**config.mk**
```make
export PLATFORM = sky130hd
export DESIGN_NAME = ps2_mouse_packet_tracker
export DESIGN_NICKNAME = d
export VERILOG_FILES = /design/src/hw/rtl/ps2mpt_pkg.sv /design/src/hw/rtl/ps2_mouse_packet_tracker.sv
export SDC_FILE = /design/constraint.sdc
export NUM_CORES = 1
export LEC_CHECK = 0
export BUFFER_PORTS_ARGS = -buffer_cell sky130_fd_sc_hd__buf_2
export CORE_MARGIN = 3
export CORE_UTILIZATION = 60
export DETAILED_ROUTE_END_ITERATION = 10
export PLACE_DENSITY = 0.81
export RECOVER_POWER = 25
export SKIP_CTS_REPAIR_TIMING = 1
export SLEW_MARGIN = 40
export SYNTH_ARGS = -nofsm -noshare
export SYNTH_HDL_FRONTEND = slang
export SYNTH_SLANG_ARGS = --single-unit
```
**constraint.sdc**
```tcl
create_clock -name clk_i -period 5.3 [get_ports clk_i]
set_input_delay 0.795 -clock clk_i [delete_from_list [all_inputs] [get_ports clk_i]]
set_output_delay 0.795 -clock clk_i [all_outputs]
set_load 0.02 [all_outputs]
```
**src/hw/rtl/ps2mpt_pkg.sv**
```systemverilog
`timescale 1ns / 1ps
// ----------------------------------------------------------------------------
// ps2mpt_pkg
// Shared types and constants for the ps/2 mouse packet tracker.
// ----------------------------------------------------------------------------
package ps2mpt_pkg;

  localparam int unsigned PosW    = 31;
  localparam int unsigned ByteW   = 8;
  localparam int unsigned OutW    = 2 * PosW + 2 + ByteW;
  localparam int unsigned OutTdW  = ((OutW + 7) / 8) * 8;

  localparam logic [PosW-1:0] PosMax    = {PosW{1'b1}};
  localparam logic [PosW-1:0] PosXReset = PosW'(40);
  localparam logic [PosW-1:0] PosYReset = PosW'(12);

  // position of a byte inside a three-byte packet
  typedef enum logic [1:0] {
    IDX_BUTTONS = 2'd0,
    IDX_DX      = 2'd1,
    IDX_DY      = 2'd2,
    IDX_SPARE   = 2'd3
  } byte_idx_e;

  typedef struct packed {
    logic [ByteW-1:0] button_byte;
    logic             button_flag;
    logic             moved;
    logic [PosW-1:0]  y_position;
    logic [PosW-1:0]  x_position;
  } result_t;

endpackage

```
**src/hw/rtl/ps2_mouse_packet_tracker.sv**
```systemverilog
`timescale 1ns / 1ps
// ----------------------------------------------------------------------------
// ps2_mouse_packet_tracker
// Gathers mouse bytes into three-byte packets and tracks absolute position.
// ----------------------------------------------------------------------------
// Input stream: one controller byte per transaction in s_axis_tdata, with the
// auxiliary-data flag in s_axis_tuser. Bytes without the flag are dropped.
// Every third flagged byte completes a packet and yields one transaction on
// the output stream carrying the clamped x/y position, the moved flag, the
// press flag and the packet's button byte.
// Throughput is one byte per cycle. A byte sits in the input register, is
// processed by the packet logic and the completed result lands in the output
// register, so a packet result passes through the input register and then the
// output register once its third byte is accepted.
// When the receiver stalls, the output register holds its result; bytes that
// do not complete a packet keep flowing, and a completing byte waits in the
// input register until the output register frees up, with s_axis_tready low
// while it waits.
// Reset clears the packet index and button history and loads the position
// to x = 40, y = 12.
// ----------------------------------------------------------------------------
module ps2_mouse_packet_tracker (
  input  logic                           clk_i,
  input  logic                           rst_ni,
  input  logic                           s_axis_tvalid,
  output logic                           s_axis_tready,
  // [7:0] data_byte
  input  logic [7:0]                     s_axis_tdata,
  // [0] aux_ready
  input  logic [0:0]                     s_axis_tuser,
  output logic                           m_axis_tvalid,
  input  logic                           m_axis_tready,
  // [30:0] x_position, [61:31] y_position, [62] moved, [63] button_flag,
  // [71:64] button_byte
  output logic [ps2mpt_pkg::OutTdW-1:0]  m_axis_tdata
);
  import ps2mpt_pkg::*;

  // input register
  logic             in_vld_q, in_vld_d;
  logic             in_aux_q;
  logic [ByteW-1:0] in_byte_q;

  // packet state
  byte_idx_e        idx_q, idx_d;
  logic [ByteW-1:0] b0_q, b0_d;
  logic [ByteW-1:0] b1_q, b1_d;
  logic [ByteW-1:0] last_btn_q, last_btn_d;
  logic             press_q, press_d;
  logic [PosW-1:0]  pos_x_q, pos_x_d;
  logic [PosW-1:0]  pos_y_q, pos_y_d;

  // output register
  logic             out_vld_q, out_vld_d;
  result_t          res_q, res_d;

  logic             completes;
  logic             advance;
  logic             out_free;
  logic [PosW+1:0]  sum_x;
  logic [PosW+1:0]  sum_y;
  logic [8:0]       dy_neg;
  logic [2:0]       changed;

  assign out_free  = !out_vld_q || m_axis_tready;
  assign completes = in_aux_q && (idx_q == IDX_DY || idx_q == IDX_SPARE);
  assign advance   = in_vld_q && (!completes || out_free);

  assign s_axis_tready = !in_vld_q || advance;
  assign in_vld_d      = s_axis_tvalid ? 1'b1 : (in_vld_q && !advance);

  // y delta is negated; -(-128) = +128 still fits in 9 signed bits
  assign dy_neg  = 9'd0 - {in_byte_q[7], in_byte_q};
  assign sum_x   = {2'b00, pos_x_q} + {{(PosW-6){b1_q[7]}}, b1_q};
  assign sum_y   = {2'b00, pos_y_q} + {{(PosW-7){dy_neg[8]}}, dy_neg};
  assign changed = b0_q[2:0] ^ last_btn_q[2:0];

  always_comb begin
    idx_d      = idx_q;
    b0_d       = b0_q;
    b1_d       = b1_q;
    last_btn_d = last_btn_q;
    press_d    = press_q;
    pos_x_d    = pos_x_q;
    pos_y_d    = pos_y_q;
    if (advance && in_aux_q) begin
      unique case (idx_q) inside
        IDX_BUTTONS: begin
          b0_d  = in_byte_q;
          idx_d = IDX_DX;
        end
        IDX_DX: begin
          b1_d  = in_byte_q;
          idx_d = IDX_DY;
        end
        IDX_DY, IDX_SPARE: begin
          idx_d = IDX_BUTTONS;
          // negative sum clamps to zero, overflow past bit 30 saturates
          if (sum_x[PosW+1])    pos_x_d = '0;
          else if (sum_x[PosW]) pos_x_d = PosMax;
          else                  pos_x_d = sum_x[PosW-1:0];
          if (sum_y[PosW+1])    pos_y_d = '0;
          else if (sum_y[PosW]) pos_y_d = PosMax;
          else                  pos_y_d = sum_y[PosW-1:0];
          // highest changed button decides the flag
          if (changed[2])      press_d = !last_btn_q[2];
          else if (changed[1]) press_d = !last_btn_q[1];
          else if (changed[0]) press_d = !last_btn_q[0];
          last_btn_d = b0_q;
        end
        default: idx_d = IDX_BUTTONS;
      endcase
    end
  end

  always_comb begin
    out_vld_d = out_vld_q && !m_axis_tready;
    res_d     = res_q;
    if (advance && completes) begin
      out_vld_d         = 1'b1;
      res_d.x_position  = pos_x_d;
      res_d.y_position  = pos_y_d;
      res_d.moved       = (b1_q != '0) || (in_byte_q != '0);
      res_d.button_flag = press_d;
      res_d.button_byte = b0_q;
    end
  end

  always_ff @(posedge clk_i or negedge rst_ni) begin
    if (!rst_ni) begin
      in_vld_q   <= 1'b0;
      idx_q      <= IDX_BUTTONS;
      b0_q       <= '0;
      b1_q       <= '0;
      last_btn_q <= '0;
      press_q    <= 1'b0;
      pos_x_q    <= PosXReset;
      pos_y_q    <= PosYReset;
      out_vld_q  <= 1'b0;
    end else begin
      in_vld_q   <= in_vld_d;
      idx_q      <= idx_d;
      b0_q       <= b0_d;
      b1_q       <= b1_d;
      last_btn_q <= last_btn_d;
      press_q    <= press_d;
      pos_x_q    <= pos_x_d;
      pos_y_q    <= pos_y_d;
      out_vld_q  <= out_vld_d;
    end
  end

  always_ff @(posedge clk_i) begin
    if (s_axis_tvalid && s_axis_tready) begin
      in_aux_q  <= s_axis_tuser[0];
      in_byte_q <= s_axis_tdata;
    end
    res_q <= res_d;
  end

  assign m_axis_tvalid = out_vld_q;
  assign m_axis_tdata  = OutTdW'(res_q);

endmodule

```
==> results of run 1 <==
-- cell usage after synthesis (19+ instances only) --
library cell / count / area, um^2
nand2_1: 112 / 420
dfrtp_1: 82 / 2050
edfxtp_1: 81 / 2430
nor2_1: 81 / 304
o21ai_0: 76 / 380
ha_1: 64 / 801
a21oi_1: 63 / 315
a21o_1: 35 / 263
xnor2_1: 34 / 298
inv_1: 27 / 101
o21ai_1: 22 / 110
clkbuf_1: 21 / 78.8
xor2_1: 19 / 166
-- cells by family after synthesis --
kind of cell / Yosys count / synth area share
flip-flops: 167 / 0.509
adder cells (fa/ha/maj): 68 / 0.0955
AND/OR/NAND/NOR: 268 / 0.132
multiplexers: 9 / 0.0111
XOR/XNOR: 53 / 0.0515
AO/OA/AOI/OAI: 258 / 0.175
buffers and inverters: 57 / 0.0253
-- sequential cells by signal (all words and copies together), names as in the netlist --
register	flops
m_axis_tvalid	1
b0_q	8
b1_q	8
pos_x_q	31
in_byte_q	8
idx_q	2
in_vld_q	1
in_aux_q	1
last_btn_q	3
m_axis_tdata	72
pos_y_q	31
press_q	1
-- routing by layer --
metal,vias up,global-route usage
li1,3343,-
met3,42,0.0482
met4,0,0.0920
met2,192,0.413
met1,3293,0.323
met5,-,0
-- final timing paths --
check / endpoint
max: m_axis_tdata[54]
min: m_axis_tdata[65]
max reg2reg: m_axis_tdata[54]
min reg2reg: m_axis_tdata[65]
max in group asynchronous: pos_y_q[14]
min in group asynchronous: b0_q[1]
-- area by class of cell --
| class | count | area (um^2) | share of cell area |
|---|---|---|---|
| multi-input combinational | 656 | 4200 | 0.406 |
| sequential | 167 | 4590 | 0.444 |
| inverter | 28 | 106 | 0.0103 |
| tap | 184 | 230 | 0.0223 |
| clock buffer | 19 | 443 | 0.0429 |
| clock inverter | 13 | 225 | 0.0218 |
| timing repair buffer | 99 | 543 | 0.0526 |
-- power breakdown --
group          switching (uW)  total, uW  internal, uW
Sequential                243       2080          1840
Combinational            2180       3650          1480
Clock                     490       1380           894
-- per-stage QoR --
step | instances | setup slack (ps) | area (um^2) | utilization | hold slack (ps)
after global routing | 1166 | 235 | 10300 | 0.708 | 471
final | 1166 | 552 | 10300 | 0.708 | 448
after detailed placement | 1134 | 674 | 9670 | 0.663 | 433
after global placement | 1134 | 745 | 9660 | 0.662 | 429
after floorplan | 880 | 1000 | 9010 | - | 421
after CTS | 1166 | 599 | 10300 | 0.709 | 249
-- critical path: cells and delay by family (launching register included) --
family | cells | cell delay, ps
fa+ha+maj | 1 | 570
buf+inv | 2 | 830
flops | 1 | 560
simple gates | 3 | 300
compound gates | 7 | 2260
==> impl_metrics.json, run 1 <==
{
  "status": "finished with violations",
  "violations": "capacitance limit, slew limit",
  "crit_arrival_ps": 4960,
  "cts-root-buf": "clkbuf_16",
  "die_x_um": 129,
  "yosysSeqAreaShare": 0.509,
  "wl_met1_mm": 8.66,
  "drt_iter0_markers": 515,
  "end_kind": "flop",
  "finalCriticalPeriod_ps": 4750,
  "worst_pin_slew_ps": 3010,
  "synth_seq_cells": 167,
  "clock_sinks": 167,
  "fin_skew_ps": 9.81,
  "ff2ff_setup_slack_ps": 550,
  "maxSlewHeadroom": -1.01,
  "highest_layer": "met4",
  "min_from": "b0_q[1]",
  "cp_slowest_cell": "ha_1",
  "fin_crit_sh": 0.896,
  "vias_per_cell": 5.89,
  "yosysWarningCount": 0,
  "vias": 6870,
  "setup_viol": 0,
  "syn_nets": 959,
  "rows": 44,
  "die_h_um": 129,
  "overflow": 0,
  "drv_slew": 67,
  "syn_avg_cell_area_um2": 10.2,
  "grt_usage": 0.247,
  "clkTransAtPathRegs_ps": 60,
  "gp_congestion": 0.900,
  "synth_cell_types": 60,
  "wl_met3_um": 868,
  "setup.worst_path.class": "reg2reg",
  "routed_wirelength_mm": 19.5,
  "ys_async_sr_fraction": 0.515,
  "cpMostUsedCell": "o21ai_0",
  "cts_tree": "yes",
  "p_total_uw": 7120,
  "routedWlPerCell_um": 16.7,
  "dr.pass1.iters": 5,
  "start_kind": "flop",
  "hold_path_class": "reg2reg",
  "start_util": 0.618,
  "synth_area_mm2": 0.00901,
  "max_cap_violations": 1,
  "antenna_cells": 0,
  "cp.required_ps": 5520,
  "cts_htree_levels": 4,
  "tns_ps": 0,
  "startpoint": "in_byte_q[7]",
  "max_stage_delay_ps": 570,
  "core_area_mm2": 0.0146,
  "rr_worst_depth": 13,
  "postRouteAntennaNets": 0,
  "hpwl_mm": 13.6,
  "syn_inst": 880,
  "grt_max_degree": 76,
  "max_freq_mhz": 211,
  "die_area_mm2": 0.0165,
  "mostFrequentLayoutCells": "nand2_1 (112), buf_2 (84), dfrtp_1 (82)",
  "io_buffers": 86,
  "power_density_mw_per_mm2": 689,
  "hold-path-cell-count": 0,
  "cts_made_buffers": 17,
  "rsz0062_at_grt": "false",
  "hold_violations": 0,
  "wl_met2_mm": 9.53,
  "nFillCells": 1070,
  "syn2layout_area_growth_pct": 14.7,
  "timing.rr.start": "in_byte_q[7]",
  "cp_max_fo": 21,
  "leakage_uw": 0.00474,
  "ir_drop_mv": 0.357,
  "num_io_pins": 87,
  "yosys_most_used_dff": "dfrtp_1",
  "grt_pass1_vias": 6804,
  "insertion_delay_ps": 420,
  "antenna_found_initial": 0,
  "mostFrequentLayoutCell": "nand2_1",
  "path_cells": "inv_1 -> ha_1 -> nand3_1 -> o211ai_1 -> nand2_1 -> a31oi_1 -> a21oi_1 -> o21ai_0 -> a2111o_1 -> o311a_1 -> buf_4 -> nor2_1 -> o21ai_0",
  "drc": 0,
  "nets": 1048,
  "synth_edf_count": 81,
  "drive_above_1_share": 0.148,
  "clock_path_buffers": 2,
  "grt_pass1_wl_mm": 32.7
}
(Power assumes the default switching activity.)
==> run 2: changes to the inputs <==
--- a/config.mk
+++ b/config.mk
@@ -6,10 +6,10 @@
 export NUM_CORES = 1
 export LEC_CHECK = 0
 export BUFFER_PORTS_ARGS = -buffer_cell sky130_fd_sc_hd__buf_2
-export CORE_MARGIN = 3
-export CORE_UTILIZATION = 60
+export CORE_UTILIZATION = 64
+export CTS_CLUSTER_DIAMETER = 150
 export DETAILED_ROUTE_END_ITERATION = 10
-export PLACE_DENSITY = 0.81
+export PLACE_DENSITY = 0.85
 export RECOVER_POWER = 25
 export SKIP_CTS_REPAIR_TIMING = 1
 export SLEW_MARGIN = 40
==> constraint.sdc (replaced) <==
create_clock -name clk_i -period 6.1 [get_ports clk_i]
set_input_delay 0.915 -clock clk_i [delete_from_list [all_inputs] [get_ports clk_i]]
set_output_delay 0.915 -clock clk_i [all_outputs]
set_load 0.02 [all_outputs]
==> run 2 against run 1 <==
Compared with the run above: the flow still finishes with violations (capacitance limit, slew limit); fmax rose by 14%; clock power fell by 27%; critical path type unchanged; sequential power fell by 12%; global-route usage rose by 4.4 points; wire length fell by 0.12%; core utilization rose by 4.5 points; hold slack improved by 0.78 ps; worst setup slack improved by 1400 ps; largest power group unchanged; non-clock buffer count fell by 2; flip-flop and latch count did not move.
==> impl_metrics.json, run 2 (synthesis results as in run 1) <==
{
  "status": "finished with violations",
  "violations": "capacitance limit, slew limit",
  "grt_pass1_wl_mm": 33.1,
  "worst_pin_slew_ps": 2130,
  "drive_above_1_share": 0.148,
  "routed_wirelength_mm": 19.5,
  "cts_tree": "yes",
  "cts-root-buf": "clkbuf_16",
  "fin_crit_sh": 0.680,
  "crit_arrival_ps": 4330,
  "io_buffers": 86,
  "nets": 1046,
  "timing.hold.ws_ps": 449,
  "end_kind": "flop",
  "grtUsageMet2": 0.491,
  "mostFrequentLayoutCells": "nand2_1 (112), buf_2 (84), dfrtp_1 (82)",
  "met3_usage": 0.0566,
  "insertion_delay_ps": 440,
  "overflow": 0,
  "setup.worst_path.class": "reg2reg",
  "syn2layout_area_growth_pct": 12.9,
  "start_kind": "flop",
  "cts_htree_levels": 4,
  "power_density_mw_per_mm2": 589,
  "cp_max_fo": 22,
  "min_from": "b0_q[1]",
  "grt_usage": 0.291,
  "max_freq_mhz": 241,
  "clock_path_buffers": 2,
  "vias_per_cell": 5.94,
  "place_ws_ps": 2040,
  "setup_ws_ps": 1950,
  "drc": 0,
  "core_area_mm2": 0.0135,
  "antenna_found_initial": 0,
  "maxSlewHeadroom": -0.423,
  "hold_path_class": "reg2reg",
  "start_util": 0.667,
  "vias": 6861,
  "dr.pass1.iters": 5,
  "timing.rr.start": "b1_q[7]",
  "finalCriticalPeriod_ps": 4150,
  "cts_made_buffers": 17,
  "clock_sinks": 167,
  "p_total_uw": 5990,
  "setup_viol": 0,
  "tns_ps": 0,
  "grt-busiest-layer": "met2",
  "rows": 42,
  "hold_violations": 0,
  "cp.required_ps": 6290,
  "drv_slew": 37,
  "startpoint": "b1_q[7]",
  "largest_reg_flops": 72,
  "gp_congestion": 0.883,
  "drt_iter0_markers": 488,
  "postRouteAntennaNets": 0,
  "max_cap_violations": 1,
  "num_io_pins": 87,
  "rsz0062_at_grt": "false",
  "hpwl_mm": 13.3,
  "mostFrequentLayoutCell": "nand2_1",
  "antenna_cells": 0,
  "die_area_mm2": 0.0146,
  "fin_skew_ps": 13.0,
  "grt_use_met1": 0.374,
  "ir_drop_mv": 0.321,
  "grt_max_degree": 78,
  "leakage_uw": 0.00467,
  "clkTransAtPathRegs_ps": 70,
  "grt_pass1_vias": 6899,
  "routedWlPerCell_um": 16.9,
  "die_h_um": 121,
  "die_x_um": 121
}
## run 2: metrics by stage
| stage | cells | utilization | area [um^2] |
|---|---|---|---|
| floorplan | 880 | - | 9010 |
| global placement | 1124 | 0.713 | 9620 |
| detailed placement | 1124 | 0.713 | 9630 |
| CTS | 1156 | 0.754 | 10200 |
| global route | 1156 | 0.753 | 10200 |
| finish | 1156 | 0.753 | 10200 |
## run 2: critical path: stages, from the launching register on
cell	delay, ps
dfrtp_1	750
buf_4	380
ha_1	330
a21oi_1	100
o21ai_0	330
nor2_1	80
and3_1	230
o41a_1	450
o31ai_4	250
nor4_1	90
nor3_2	260
buf_4	270
nor2_1	80
a211o_1	290
## run 2: metal layers
layer	vias up	routed length, um
met5	-	0
met3	41	852
li1	3338	-
met4	0	398
met1	3283	8610
met2	199	9630
## run 2: layout make-up
cell class | count | area [um^2]
tap | 176 | 220
timing repair buffer | 97 | 510
sequential | 167 | 4590
fill | 909 | 3330
multi-input combinational | 656 | 4190
clock buffer | 20 | 457
inverter | 28 | 106
clock inverter | 12 | 95.1
## run 2: report_power, final
group	internal, uW	switching [uW]	leakage, uW
sequential	1600	223	0.00182
combinational	1270	1890	0.00259
clock	548	459	0.000262
total	3420	2570	0.00467
## run 2: final timing paths
kind	endpoint	slack, ps	cells past startpoint
worst max-delay path	m_axis_tdata[29]	1950	13
worst min-delay path	m_axis_tdata[65]	450	0
worst max register to register	m_axis_tdata[29]	1950	13
worst min register to register	m_axis_tdata[65]	450	0
max in group asynchronous	pos_y_q[26]	3400	2
min in group asynchronous	pos_x_q[15]	1090	1
